--- src/hw/rtl/dtsi_pkg.sv ---
package dtsi_pkg;

    localparam int unsigned VALUE_W   = 32;
    localparam int unsigned FACTOR_W  = 16;
    localparam int unsigned CHAR_W    = 8;
    localparam int unsigned DIGIT_W   = 4;
    localparam int unsigned RUN_CNT_W = 4;
    localparam int unsigned FRAC_KEEP = 4;
    localparam int unsigned FCNT_W    = 3;
    localparam int unsigned KEEP_W    = 3;
    localparam int unsigned FRAC_W    = 14;

    localparam logic [CHAR_W-1:0] CHAR_DOT  = 8'h2E;
    localparam logic [CHAR_W-1:0] CHAR_ZERO = 8'h30;
    localparam logic [CHAR_W-1:0] CHAR_NINE = 8'h39;

    localparam logic [FRAC_W-1:0] POW10 [5] = '{14'd1, 14'd10, 14'd100, 14'd1000, 14'd10000};

    typedef logic [FRAC_KEEP-1:0][DIGIT_W-1:0] frac_dig_t;

    // One finished text handed from the parser to the scaler.
    typedef struct packed {
        logic               valid;
        logic               dot_found;
        logic [VALUE_W-1:0] base;
        frac_dig_t          frac_dig;
    } fin_t;

    // Fraction digits kept: decimal digit count of the factor minus one.
    function automatic logic [KEEP_W-1:0] keep_digits(input logic [FACTOR_W-1:0] f);
        logic [KEEP_W-1:0] k;
        if (f >= 16'd10000)
            k = 3'd4;
        else if (f >= 16'd1000)
            k = 3'd3;
        else if (f >= 16'd100)
            k = 3'd2;
        else if (f >= 16'd10)
            k = 3'd1;
        else
            k = 3'd0;
        return k;
    endfunction

    // Places the first fraction digits at their weights; digits never read are zero,
    // which gives the zero padding, and digits past the kept count drop out.
    function automatic logic [FRAC_W-1:0] frac_sum(input frac_dig_t dig,
                                                   input logic [KEEP_W-1:0] keep);
        logic [FRAC_W-1:0] sum;
        logic [KEEP_W-1:0] place;
        sum = '0;
        for (int i = 0; i < FRAC_KEEP; i++)
        begin
            place = keep - KEEP_W'(i) - KEEP_W'(1);
            if (KEEP_W'(i) < keep)
                sum = sum + FRAC_W'(FRAC_W'(dig[i]) * POW10[place]);
        end
        return sum;
    endfunction

endpackage

--- src/hw/rtl/dtsi_if.sv ---
interface dtsi_in_if;
    import dtsi_pkg::*;

    logic              valid;
    logic              ready;
    logic [CHAR_W-1:0] ch;
    logic              last;

    modport source (output valid, output ch, output last, input ready);
    modport sink (input valid, input ch, input last, output ready);
endinterface

interface dtsi_out_if;
    import dtsi_pkg::*;

    logic               valid;
    logic               ready;
    logic [VALUE_W-1:0] value;

    modport source (output valid, output value, input ready);
    modport sink (input valid, input value, output ready);
endinterface

--- src/hw/rtl/dtsi_parse.sv ---
module dtsi_parse #(
    parameter int unsigned MAX_CHARS      = 64,
    parameter int unsigned MAX_INT_DIGITS = 10
) (
    input  logic                        clk,
    input  logic                        rst_n,
    input  logic                        advance,
    input  logic                        in_valid,
    input  logic [dtsi_pkg::CHAR_W-1:0] ch,
    input  logic                        last,
    output dtsi_pkg::fin_t              fin
);
    import dtsi_pkg::*;

    localparam int unsigned POS_W = $clog2(MAX_CHARS + 1);

    logic [POS_W-1:0]     char_pos_reg, char_pos_next;
    logic [VALUE_W-1:0]   run_value_reg, run_value_next;
    logic                 prev_digit_reg, prev_digit_next;
    logic                 dot_pending_reg, dot_pending_next;
    logic                 in_frac_reg, in_frac_next;
    logic                 dot_found_reg, dot_found_next;
    logic [VALUE_W-1:0]   int_at_dot_reg, int_at_dot_next;
    frac_dig_t            frac_dig_reg, frac_dig_next;
    logic [FCNT_W-1:0]    frac_cnt_reg, frac_cnt_next;
    logic [VALUE_W-1:0]   first_val_reg, first_val_next;
    logic [RUN_CNT_W-1:0] first_cnt_reg, first_cnt_next;
    logic                 first_done_reg, first_done_next;
    fin_t                 fin_reg, fin_next;

    logic                 is_digit;
    logic [DIGIT_W-1:0]   digit;
    logic [CHAR_W-1:0]    ch_off;

    assign is_digit = (ch >= CHAR_ZERO) && (ch <= CHAR_NINE);
    assign ch_off   = ch - CHAR_ZERO;
    assign digit    = is_digit ? ch_off[DIGIT_W-1:0] : '0;

    always_comb
    begin
        char_pos_next    = char_pos_reg;
        run_value_next   = run_value_reg;
        prev_digit_next  = prev_digit_reg;
        dot_pending_next = dot_pending_reg;
        in_frac_next     = in_frac_reg;
        dot_found_next   = dot_found_reg;
        int_at_dot_next  = int_at_dot_reg;
        frac_dig_next    = frac_dig_reg;
        frac_cnt_next    = frac_cnt_reg;
        first_val_next   = first_val_reg;
        first_cnt_next   = first_cnt_reg;
        first_done_next  = first_done_reg;
        fin_next         = fin_reg;
        fin_next.valid   = 1'b0;

        if (in_valid && (char_pos_reg < POS_W'(MAX_CHARS)))
        begin
            char_pos_next = char_pos_reg + POS_W'(1);

            // A dot is taken only when a digit follows it.
            if (dot_pending_reg)
            begin
                if (is_digit && !dot_found_reg)
                begin
                    dot_found_next = 1'b1;
                    in_frac_next   = 1'b1;
                end
                dot_pending_next = 1'b0;
            end

            if (in_frac_next)
            begin
                if (is_digit)
                begin
                    if (frac_cnt_reg < FCNT_W'(FRAC_KEEP))
                    begin
                        frac_dig_next[frac_cnt_reg[FCNT_W-2:0]] = digit;
                        frac_cnt_next = frac_cnt_reg + FCNT_W'(1);
                    end
                end
                else
                begin
                    in_frac_next = 1'b0;
                end
            end

            if (!first_done_reg)
            begin
                if (is_digit)
                begin
                    if (first_cnt_reg < RUN_CNT_W'(MAX_INT_DIGITS))
                    begin
                        first_val_next = (first_val_reg << 3) + (first_val_reg << 1)
                                         + VALUE_W'(digit);
                        first_cnt_next = first_cnt_reg + RUN_CNT_W'(1);
                    end
                    if (first_cnt_next >= RUN_CNT_W'(MAX_INT_DIGITS))
                        first_done_next = 1'b1;
                end
                else if (first_cnt_reg != '0)
                begin
                    first_done_next = 1'b1;
                end
            end

            if ((ch == CHAR_DOT) && prev_digit_reg && !dot_found_next)
            begin
                int_at_dot_next  = run_value_reg;
                dot_pending_next = 1'b1;
            end

            if (is_digit)
                run_value_next = prev_digit_reg
                    ? (run_value_reg << 3) + (run_value_reg << 1) + VALUE_W'(digit)
                    : VALUE_W'(digit);
            else
                run_value_next = '0;
            prev_digit_next = is_digit;
        end

        if (in_valid && last)
        begin
            fin_next.valid     = 1'b1;
            fin_next.dot_found = dot_found_next;
            fin_next.base      = dot_found_next ? int_at_dot_next : first_val_next;
            fin_next.frac_dig  = frac_dig_next;

            char_pos_next    = '0;
            run_value_next   = '0;
            prev_digit_next  = 1'b0;
            dot_pending_next = 1'b0;
            in_frac_next     = 1'b0;
            dot_found_next   = 1'b0;
            int_at_dot_next  = '0;
            frac_dig_next    = '0;
            frac_cnt_next    = '0;
            first_val_next   = '0;
            first_cnt_next   = '0;
            first_done_next  = 1'b0;
        end
    end

    always_ff @(posedge clk or negedge rst_n)
    begin
        if (!rst_n)
        begin
            char_pos_reg    <= '0;
            run_value_reg   <= '0;
            prev_digit_reg  <= 1'b0;
            dot_pending_reg <= 1'b0;
            in_frac_reg     <= 1'b0;
            dot_found_reg   <= 1'b0;
            int_at_dot_reg  <= '0;
            frac_dig_reg    <= '0;
            frac_cnt_reg    <= '0;
            first_val_reg   <= '0;
            first_cnt_reg   <= '0;
            first_done_reg  <= 1'b0;
            fin_reg         <= '0;
        end
        else if (advance)
        begin
            char_pos_reg    <= char_pos_next;
            run_value_reg   <= run_value_next;
            prev_digit_reg  <= prev_digit_next;
            dot_pending_reg <= dot_pending_next;
            in_frac_reg     <= in_frac_next;
            dot_found_reg   <= dot_found_next;
            int_at_dot_reg  <= int_at_dot_next;
            frac_dig_reg    <= frac_dig_next;
            frac_cnt_reg    <= frac_cnt_next;
            first_val_reg   <= first_val_next;
            first_cnt_reg   <= first_cnt_next;
            first_done_reg  <= first_done_next;
            fin_reg         <= fin_next;
        end
    end

    assign fin = fin_reg;

endmodule

--- src/hw/rtl/dtsi_scale.sv ---
module dtsi_scale (
    input  logic                          clk,
    input  logic                          rst_n,
    input  logic                          advance,
    input  dtsi_pkg::fin_t                fin,
    input  logic [dtsi_pkg::FACTOR_W-1:0] factor,
    output logic                          out_valid,
    output logic [dtsi_pkg::VALUE_W-1:0]  value
);
    import dtsi_pkg::*;

    logic                        mul_valid_reg;
    logic [VALUE_W-1:0]          prod_reg, prod_next;
    logic [FRAC_W-1:0]           frac_reg, frac_next;
    logic                        out_valid_reg;
    logic [VALUE_W-1:0]          value_reg, value_next;
    logic [VALUE_W+FACTOR_W-1:0] prod_full;

    assign prod_full  = fin.base * factor;
    assign prod_next  = prod_full[VALUE_W-1:0];
    assign frac_next  = fin.dot_found ? frac_sum(fin.frac_dig, keep_digits(factor)) : '0;
    assign value_next = prod_reg + VALUE_W'(frac_reg);

    always_ff @(posedge clk or negedge rst_n)
    begin
        if (!rst_n)
        begin
            mul_valid_reg <= 1'b0;
            out_valid_reg <= 1'b0;
        end
        else if (advance)
        begin
            mul_valid_reg <= fin.valid;
            out_valid_reg <= mul_valid_reg;
        end
    end

    always_ff @(posedge clk)
    begin
        if (advance)
        begin
            prod_reg  <= prod_next;
            frac_reg  <= frac_next;
            value_reg <= value_next;
        end
    end

    assign out_valid = out_valid_reg;
    assign value     = value_reg;

endmodule

--- src/hw/rtl/decimal_text_to_scaled_int.sv ---
// Channel   Direction  Payload              Transfer
// chars     in         ch[7:0], last        valid && ready
// result    out        value[31:0]          valid && ready
// cfg       in         cfg_wdata[15:0]      cfg_we (factor register)
//
// One character is taken every cycle while no result waits untaken. The input register
// loads at the transfer edge, and the text's result then passes the parse, multiply and
// result registers before it is valid.
// Reset clears all text state and sets the factor to one; there is no clearing pass.
// The whole pipeline holds while a result waits untaken, so chars.ready drops only then.
module decimal_text_to_scaled_int #(
    parameter int unsigned MAX_CHARS      = 64,
    parameter int unsigned MAX_INT_DIGITS = 10
) (
    input  logic                          clk,
    input  logic                          rst_n,
    dtsi_in_if.sink                       chars,
    dtsi_out_if.source                    result,
    input  logic                          cfg_we,
    input  logic [dtsi_pkg::FACTOR_W-1:0] cfg_wdata
);
    import dtsi_pkg::*;

    logic                advance;
    logic                in_valid_reg;
    logic [CHAR_W-1:0]   ch_reg;
    logic                last_reg;
    logic [FACTOR_W-1:0] factor_reg;
    fin_t                fin;
    logic                out_valid;
    logic [VALUE_W-1:0]  value;

    assign advance     = !(out_valid && !result.ready);
    assign chars.ready = advance;

    always_ff @(posedge clk or negedge rst_n)
    begin
        if (!rst_n)
            factor_reg <= FACTOR_W'(1);
        else if (cfg_we)
            factor_reg <= cfg_wdata;
    end

    always_ff @(posedge clk or negedge rst_n)
    begin
        if (!rst_n)
            in_valid_reg <= 1'b0;
        else if (advance)
            in_valid_reg <= chars.valid;
    end

    always_ff @(posedge clk)
    begin
        if (advance)
        begin
            ch_reg   <= chars.ch;
            last_reg <= chars.last;
        end
    end

    dtsi_parse #(
        .MAX_CHARS      (MAX_CHARS),
        .MAX_INT_DIGITS (MAX_INT_DIGITS)
    ) u_parse (
        .clk      (clk),
        .rst_n    (rst_n),
        .advance  (advance),
        .in_valid (in_valid_reg),
        .ch       (ch_reg),
        .last     (last_reg),
        .fin      (fin)
    );

    dtsi_scale u_scale (
        .clk       (clk),
        .rst_n     (rst_n),
        .advance   (advance),
        .fin       (fin),
        .factor    (factor_reg),
        .out_valid (out_valid),
        .value     (value)
    );

    assign result.valid = out_valid;
    assign result.value = value;

endmodule

--- src/flat_wrapper.sv ---
// flat-port wrapper written by rule: the top's interface ports become plain ports
module decimal_text_to_scaled_int_flat import dtsi_pkg::*;
#(
    parameter int unsigned MAX_CHARS      = 64,
    parameter int unsigned MAX_INT_DIGITS = 10
)
  (clk, rst_n, cfg_we, cfg_wdata, chars_valid, chars_ch, chars_last, chars_ready, result_valid, result_value, result_ready);
  dtsi_in_if chars_i ();
  dtsi_out_if result_i ();
  input  logic clk;
  input  logic rst_n;
  input  logic cfg_we;
  input  logic [dtsi_pkg::FACTOR_W-1:0] cfg_wdata;
  input wire logic [$bits(chars_i.valid)-1:0] chars_valid;
  input wire logic [$bits(chars_i.ch)-1:0] chars_ch;
  input wire logic [$bits(chars_i.last)-1:0] chars_last;
  output wire logic [$bits(chars_i.ready)-1:0] chars_ready;
  output wire logic [$bits(result_i.valid)-1:0] result_valid;
  output wire logic [$bits(result_i.value)-1:0] result_value;
  input wire logic [$bits(result_i.ready)-1:0] result_ready;
  assign chars_i.valid = chars_valid;
  assign chars_i.ch = chars_ch;
  assign chars_i.last = chars_last;
  assign chars_ready = chars_i.ready;
  assign result_valid = result_i.valid;
  assign result_value = result_i.value;
  assign result_i.ready = result_ready;
  decimal_text_to_scaled_int #(.MAX_CHARS(MAX_CHARS), .MAX_INT_DIGITS(MAX_INT_DIGITS)) u_core (.clk(clk), .rst_n(rst_n), .chars(chars_i), .result(result_i), .cfg_we(cfg_we), .cfg_wdata(cfg_wdata));
endmodule
--- config.mk ---
export PLATFORM = sky130hd
export DESIGN_NAME = decimal_text_to_scaled_int_flat
export DESIGN_NICKNAME = d
export VERILOG_FILES = /design/src/hw/rtl/dtsi_pkg.sv /design/src/hw/rtl/dtsi_if.sv /design/src/hw/rtl/dtsi_parse.sv /design/src/hw/rtl/dtsi_scale.sv /design/src/hw/rtl/decimal_text_to_scaled_int.sv /design/src/flat_wrapper.sv
export SDC_FILE = /design/constraint.sdc
export NUM_CORES = 2
export LEC_CHECK = 0
export BUFFER_PORTS_ARGS = -buffer_cell sky130_fd_sc_hd__buf_2
export CAP_MARGIN = 10
export CORE_MARGIN = 4
export CORE_UTILIZATION = 40
export CTS_BUF_LIST = sky130_fd_sc_hd__clkbuf_4
export DETAILED_ROUTE_END_ITERATION = 8
export PLACE_DENSITY = 0.57
export SLEW_MARGIN = 20
export SYNTH_ARGS = -nofsm -noshare
export SYNTH_HDL_FRONTEND = slang
export SYNTH_SLANG_ARGS = --single-unit
--- constraint.sdc ---
create_clock -name clk -period 11.71 [get_ports clk]
set_input_delay 2.342 -clock clk [delete_from_list [all_inputs] [get_ports clk]]
set_output_delay 2.342 -clock clk [all_outputs]
set_load 0.03 [all_outputs]
# After elaboration in Yosys (flattened, before gate mapping)
# Memories as Yosys holds them, arrays and structs flattened.
# Cells that the tools add are included.
[op_classes] n_mul=5 n_reduce_logical=21 mux=77 bitwise_logic=5 n_eq_ne=2 n_lt_le_gt_ge=20 add_sub_neg=18
[op_table] cell="$mux 32" n=13
[op_table] cell="$mux 14" n=12
[op_table] cell="$mux 16" n=5
[op_table] cell="$add 32x32->32" n=2
[op_table] cell="$add 32x4->32" n=2
[op_table] cell="$mul 4x14->14" n=4
[op_table] cell="$mux 50" n=1
[op_table] cell="$add 14x14->14" n=3
[op_table] cell="$mux 4" n=10
[op_table] cell="$add 32x14->32" n=1
[op_table] cell="$mul 32x16->32" n=1
[op_table] cell="$mux 1" n=24
[op_table] cell="$ge 4x4->1 const B" n=5
[op_table] cell="$mux 3" n=6
[op_table] cell="$bwmux 16" n=1
[op_table] cell="$ge 16x10->1 const B" n=1
[op_table] cell="$ge 16x14->1 const B" n=1
[op_table] cell="$ge 16x4->1 const B" n=1
[op_table] cell="$ge 16x7->1 const B" n=1
[op_table] cell="$not 3->4" n=4
[op_table] cell="$mux 7" n=2
[op_table] cell="$sub 3x1->3 const B" n=4
[op_table] cell="$demux 4 s2" n=1
[op_table] cell="$eq 8x6->1 const B" n=1
[op_table] cell="24 further kinds" n=42
[totals] output_inout_bits=34 n_memories=4 ff_bits=287 mem_bits_ro=448
[mem_list] name="(name not given)" words=8 word_bits=14 rd=1 rd_clocked_by_memory_dff=0 wr=0 line_no="dtsi_pkg.sv:56" text="sum = sum + FRAC_W'(FRAC_W'(dig[i]) * POW10[place]);"
[mem_list] name="(name not given)" words=8 word_bits=14 rd=1 rd_clocked_by_memory_dff=0 wr=0 line_no="dtsi_pkg.sv:56"
[mem_list] name="(name not given)" words=8 word_bits=14 rd=1 rd_clocked_by_memory_dff=0 wr=0 line_no="dtsi_pkg.sv:56"
[mem_list] name="(name not given)" words=8 word_bits=14 rd=1 rd_clocked_by_memory_dff=0 wr=0 line_no="dtsi_pkg.sv:56"

# Longest topological paths before layout
[depth] depth_word=18 mapped_depth=50

# Cells and area by module
# From an unflattened synthesis, not the netlist that was laid out.
[unflattened] cells_unflattened=3601 area_unflattened_um2=33603.5
[modules_own_cells] module="dtsi_scale" seq_area_each_um2=2392.3 instances=1 cells_per_inst=2246 area_each_um2=20699.9
[modules_own_cells] module="dtsi_parse" seq_area_each_um2=4529.3 instances=1 cells_per_inst=1308 area_each_um2=11933.9
[modules_own_cells] module="decimal_text_to_scaled_int" seq_area_each_um2=696.9 instances=1 cells_per_inst=47 area_each_um2=969.7

# Least setup slack after synthesis
# OpenSTA, ideal clock, no wires.
[synth_timing] kind="register to register" from="register u_core.factor_reg[5]" to="register u_core.u_scale.frac_reg[13], data pin" t_arrival_ns=10.379 n_path_buf=3 stages_incl_launch_ff=46 t_required_ns=11.451 path_slack_ns=1.072 path_cell_list="dfrtp_1 > nor4_1 > o21ai_1 > a211o_1 > inv_1 > clkbuf_1 > clkbuf_1 > ha_1 > clkbuf_1 > nor4_1 > nand2_1 > fa_1 > fa_1 > inv_1 > ha_1 > a21oi_1 > nand4b_1 > nand2_1 > [... 10 more ...] > fa_1 > ha_1 > and3_1 > a21oi_1 > nand2_1 > nor2_1 > xor2_1 > o21bai_1 > fa_1 > ha_1 > and2_1 > a22oi_1 > nand2_1 > o41ai_1 > mux2i_1 > xnor2_1 > and3b_1 > o21bai_1"
[synth_via] elab_chain_len=18 elab_cells_between_ends=45 classes_between="9 x add/sub; 4 x mul; 8 x order compare; 16 x mux; 4 x bitwise; 4 x memory"
[synth_rtl] item="start, declared" line_no="decimal_text_to_scaled_int.sv:28" text="logic [FACTOR_W-1:0] factor_reg;"
[synth_rtl] item="start signal, assigned" line_no="decimal_text_to_scaled_int.sv:41" text="factor_reg <= cfg_wdata;"
[synth_rtl] item="$ge 16x4->1" line_no="dtsi_pkg.sv:38" text="else if (f >= 16'd10)"
[synth_rtl] item="$mux 1" line_no="dtsi_pkg.sv:38"
[synth_rtl] item="$mux 2" line_no="dtsi_pkg.sv:36" text="else if (f >= 16'd100)"
[synth_rtl] item="$mux 2" line_no="dtsi_pkg.sv:34" text="else if (f >= 16'd1000)"
[synth_rtl] item="$mux 3 (*)" line_no="dtsi_pkg.sv:32" text="if (f >= 16'd10000)"
[synth_rtl] item="$sub 3x1->3" line_no="dtsi_pkg.sv:54" text="place = keep - KEEP_W'(i) - KEEP_W'(1);"
[synth_rtl] item="$sub 3x1->3 or $not 3->4 (tied branches)" line_no="dtsi_pkg.sv:54, dtsi_pkg.sv:56"
[synth_rtl] item="$not 3->4 (implied by the code) or $mem_v2 8x14 (tied branches)"
[synth_rtl] item="[... 2 more ...]"
[synth_rtl] item="$mux 14 (implied by the code) or $mul 4x14->14 (tied branches)" line_no="dtsi_pkg.sv:56"
[synth_rtl] item="$mul 4x14->14 or $mux 14 (tied branches)" line_no="dtsi_pkg.sv:56, dtsi_pkg.sv:55"
[synth_rtl] item="$add 14x14->14" line_no="dtsi_pkg.sv:56"
[synth_rtl] item="$mux 14" line_no="dtsi_pkg.sv:55" text="if (KEEP_W'(i) < keep)"
[synth_rtl] item="$add 14x14->14" line_no="dtsi_pkg.sv:56"
[synth_rtl] item="$mux 14" line_no="dtsi_pkg.sv:55"
[synth_rtl] item="$add 14x14->14" line_no="dtsi_pkg.sv:56"
[synth_rtl] item="$mux 14 (*)" line_no="dtsi_pkg.sv:55"
[synth_rtl] item="end signal, assigned" line_no="dtsi_scale.sv:43" text="frac_reg <= frac_next;"
[synth_rtl] item="end, declared" line_no="dtsi_scale.sv:14" text="logic [FRAC_W-1:0] frac_reg, frac_next;"
# Mark *: on every way between the ends. The rest lies on a longest branch, timed or not. The select of a mux whose other input is x is not followed.
# A chain may end at the register's enable or synchronous reset.

# Worst setup path in the final report
[layout_timing] from="register u_core.factor_reg[7]" to="register u_core.u_scale.frac_reg[13], data pin"
# Same word-level chain as after synthesis.

==> flow_metrics.env <==
export IMPL_cp_max_fo=10
export IMPL_dpl_cell_area_um2=34800
export IMPL_finalHoldViolations=0
export IMPL_cts_made_buffers=86
export IMPL_core_um2=82100
export IMPL_cp_top_family="adder cells"
export IMPL_die_w_um=296
export IMPL_yosysWarnings=0
export IMPL_fin_ws_ps=764
export IMPL_worstSetupStartpointType="flop"
export IMPL_rsz0062_at_grt="no"
export IMPL_min_delay_path_class="flop to flop"
export IMPL_dieArea_um2=87500
export IMPL_path_common_cell="fa_1"
export IMPL_tightest_slew_ps=1100
export IMPL_fin_skew_ps=115
export IMPL_grt_start_max_net_pins=91
export IMPL_grt_pass1_wl_mm=142
export IMPL_critPathCaptureType="flop"
export IMPL_cts_setup_buffers=0
export IMPL_switching_share_pct=46.1
export IMPL_cp_slowest_stage_delay_ps=550
export IMPL_via_per_inst=5.25
export IMPL_ant_nets=0
export IMPL_clock_latency_ps=900
export IMPL_pwr_density_cell_nw_per_um2=172
export IMPL_fillerInstances=8127
export IMPL_root_buffer="clkbuf_4"
export IMPL_cts_clk_slew_worst_paths_ps=60
export IMPL_hpwl_mm=67.2
export IMPL_timing_slew_headroom_pct=26.3
export IMPL_routedWlPerCell_um=18.3
export IMPL_cp_required_ps=12250
export IMPL_vias=25100
export IMPL_grt_pass1_vias=25500
export IMPL_synth_edff_count=87
export IMPL_clkSinkCount=287
export IMPL_track_usage_pct=20.6
export IMPL_crit_buf_inv=2
export IMPL_gp_congestion=0.885
export IMPL_ys_seq_area_share_pct=23.0
export IMPL_final_area_um2=36000
export IMPL_async_flop_share_pct=69.7
export IMPL_synth_ff_latch_count=287
export IMPL_rows=105
export IMPL_regToRegSetupSlack_ps=760
export IMPL_p_int_mw=3.33
export IMPL_port_buffers=63
export IMPL_fmax_ghz=0.0914
export IMPL_final_cells=4771
export IMPL_ir_drop_v=0.000479
export IMPL_setup_viol=0
export IMPL_max_cap_violations=0
export IMPL_fp_dieH_um=296
export IMPL_drc_errors=0
export IMPL_timing_critical_path_slowest_stage_cell="fa_1"
export IMPL_fin_tns_setup_ps=0
export IMPL_antenna_found_initial=4
export IMPL_syn_area_um2=33100
export IMPL_clockPowerShare_pct=16.1
export IMPL_initial_core_util_pct=40.4
export IMPL_place_inst=4610
export IMPL_grt_overflow_total=0
export IMPL_switching_power_mw=2.85
export IMPL_p_leak_nw=17.3
export IMPL_cp_arrival_ps=11490
export IMPL_drive_above_1_share_pct=8.77
export IMPL_dp_slack_ps=665
export IMPL_finalCriticalPeriod_ps=10950
export IMPL_multi_input_area_um2=23500
export IMPL_comb_power_share_pct=58.7
export IMPL_syn_inst=3526
export IMPL_p_seq_share_pct=25.2
export IMPL_routed_wl_mm=87.4
export IMPL_report_final_slew_viol_count=0
export IMPL_nets=4354
export IMPL_cts_buffer_depth=3
export IMPL_drt_first_iter_violations=1603
export IMPL_htree_levels=3
export IMPL_ioPinCount=64
export IMPL_synth_cell_types=87
export IMPL_status="finished, final reports clean"
export IMPL_path_class="flop to flop"
export IMPL_synthFlopType="dfrtp_1"
export IMPL_min_period_over_period_pct=93.5
export IMPL_largest_reg_flops=50
export IMPL_dr_pass1_iters=7
export IMPL_cts_tree="done"
export IMPL_area_growth_pct=8.62
export IMPL_seq_area_um2=7620
export IMPL_syn_avg_cell_area_um2=9.40
## stage by stage
step                      total power, mW  util, %  hold slack, ps
after floorplan                      4.19        -             430
after global placement               5.18     42.4             444
after detailed placement             5.22     42.4             453
after CTS                            6.26     43.8             463
after global routing                 6.80     43.8             482
final                                6.18     43.8             474
## worst paths after layout
| path | from | to | cells after the start |
|---|---|---|---|
| min reg2reg | u_core.u_scale.mul_valid_reg | u_core.u_scale.out_valid | 1 |
| min in group asynchronous | rst_n | u_core.u_parse.first_val_reg[23] | 1 |
| min | u_core.u_scale.mul_valid_reg | u_core.u_scale.out_valid | 1 |
| max in group asynchronous | rst_n | u_core.factor_reg[5] | 2 |
| max reg2reg | u_core.factor_reg[7] | u_core.u_scale.frac_reg[13] | 43 |
| max | u_core.factor_reg[7] | u_core.u_scale.frac_reg[13] | 43 |
## routing by layer
layer	track usage [%]	vias up	part of all wire, %
met2	32.5	625	45
met3	3.42	105	5.7
met1	29.8	12500	47
met5	0	-	0
met4	4.92	0	1.9
li1	-	11800	-
## what timing repair did
action,CTS,global route
gates resized for setup,0,4
endpoints found under the setup margin,0,1
hold buffers,0,0
## cell type report
cell class / instances / area share [%]
Antenna cell: 6 / 0.0417
Clock buffer: 126 / 2.63
Clock inverter: 29 / 0.466
Inverter: 461 / 4.81
Multi-Input combinational cell: 2678 / 65.2
Sequential cell: 287 / 21.2
Tap cell: 1070 / 3.72
Timing Repair Buffer: 114 / 1.97
## synthesized netlist by cell type, types with 16 or more instances
master,instances,area (um2)
a211oi_1,16,120
a21o_1,54,405
a21oi_1,155,776
a22o_1,50,438
a31oi_1,23,144
and2_1,175,1090
and3_1,23,144
clkbuf_1,129,484
dfrtp_1,199,4980
edfxtp_1,87,2610
fa_1,415,8310
ha_1,281,3520
inv_1,460,1730
mux2_2,35,394
mux2i_1,49,490
nand2_1,545,2050
nand2b_1,26,163
nand3_1,53,265
nor2_1,115,432
nor2b_1,20,125
nor3_1,40,200
o21a_1,18,135
o21ai_0,154,771
o21bai_1,18,135
xnor2_1,116,1020
xor2_1,64,561
## worst register-to-register path: cells and delay by family, from the launching register on
kind,cells,cell delay [ps]
adders and majority gates,10,4430
and+or+nand+nor,13,2140
AOI/OAI and AO/OA,13,2290
buffers and inverters,2,230
xor gates and xnor gates,4,790
muxes,1,260
DFF,1,520
## power groups by stage
stage,registers [mW],clock network [mW],logic [mW]
after floorplan,1.58,0,2.62
after global placement,1.57,0,3.61
after detailed placement,1.57,0,3.65
after CTS,1.55,1.03,3.67
after global routing,1.58,1.09,4.13
final,1.55,0.997,3.63
## kinds of logic after synthesis
family	after synthesis	share of synthesized area [%]
muxes	84	2.67
DFF	287	23.0
and+or+nand+nor	1066	15.0
buffers and inverters	603	6.85
other	2	0.0227
adders and majority gates	696	35.7
xor gates and xnor gates	181	4.83
AOI/OAI and AO/OA	607	12.0
## layout by cell type, fill, tap and decap left out, drive strengths merged, types with 20 or more instances in the layout
| cell | count |
|---|---|
| a21o | 54 |
| a21oi | 156 |
| a22o | 50 |
| a31oi | 24 |
| and2 | 175 |
| and3 | 23 |
| buf | 114 |
| clkbuf | 126 |
| clkinv | 22 |
| conb | 44 |
| dfrtp | 199 |
| edfxtp | 87 |
| fa | 415 |
| ha | 281 |
| inv | 465 |
| mux2 | 35 |
| mux2i | 49 |
| nand2 | 546 |
| nand2b | 26 |
| nand3 | 53 |
| nor2 | 115 |
| nor2b | 20 |
| nor3 | 41 |
| o21ai | 167 |
| xnor2 | 116 |
| xor2 | 64 |
(Power assumes the default switching activity.)
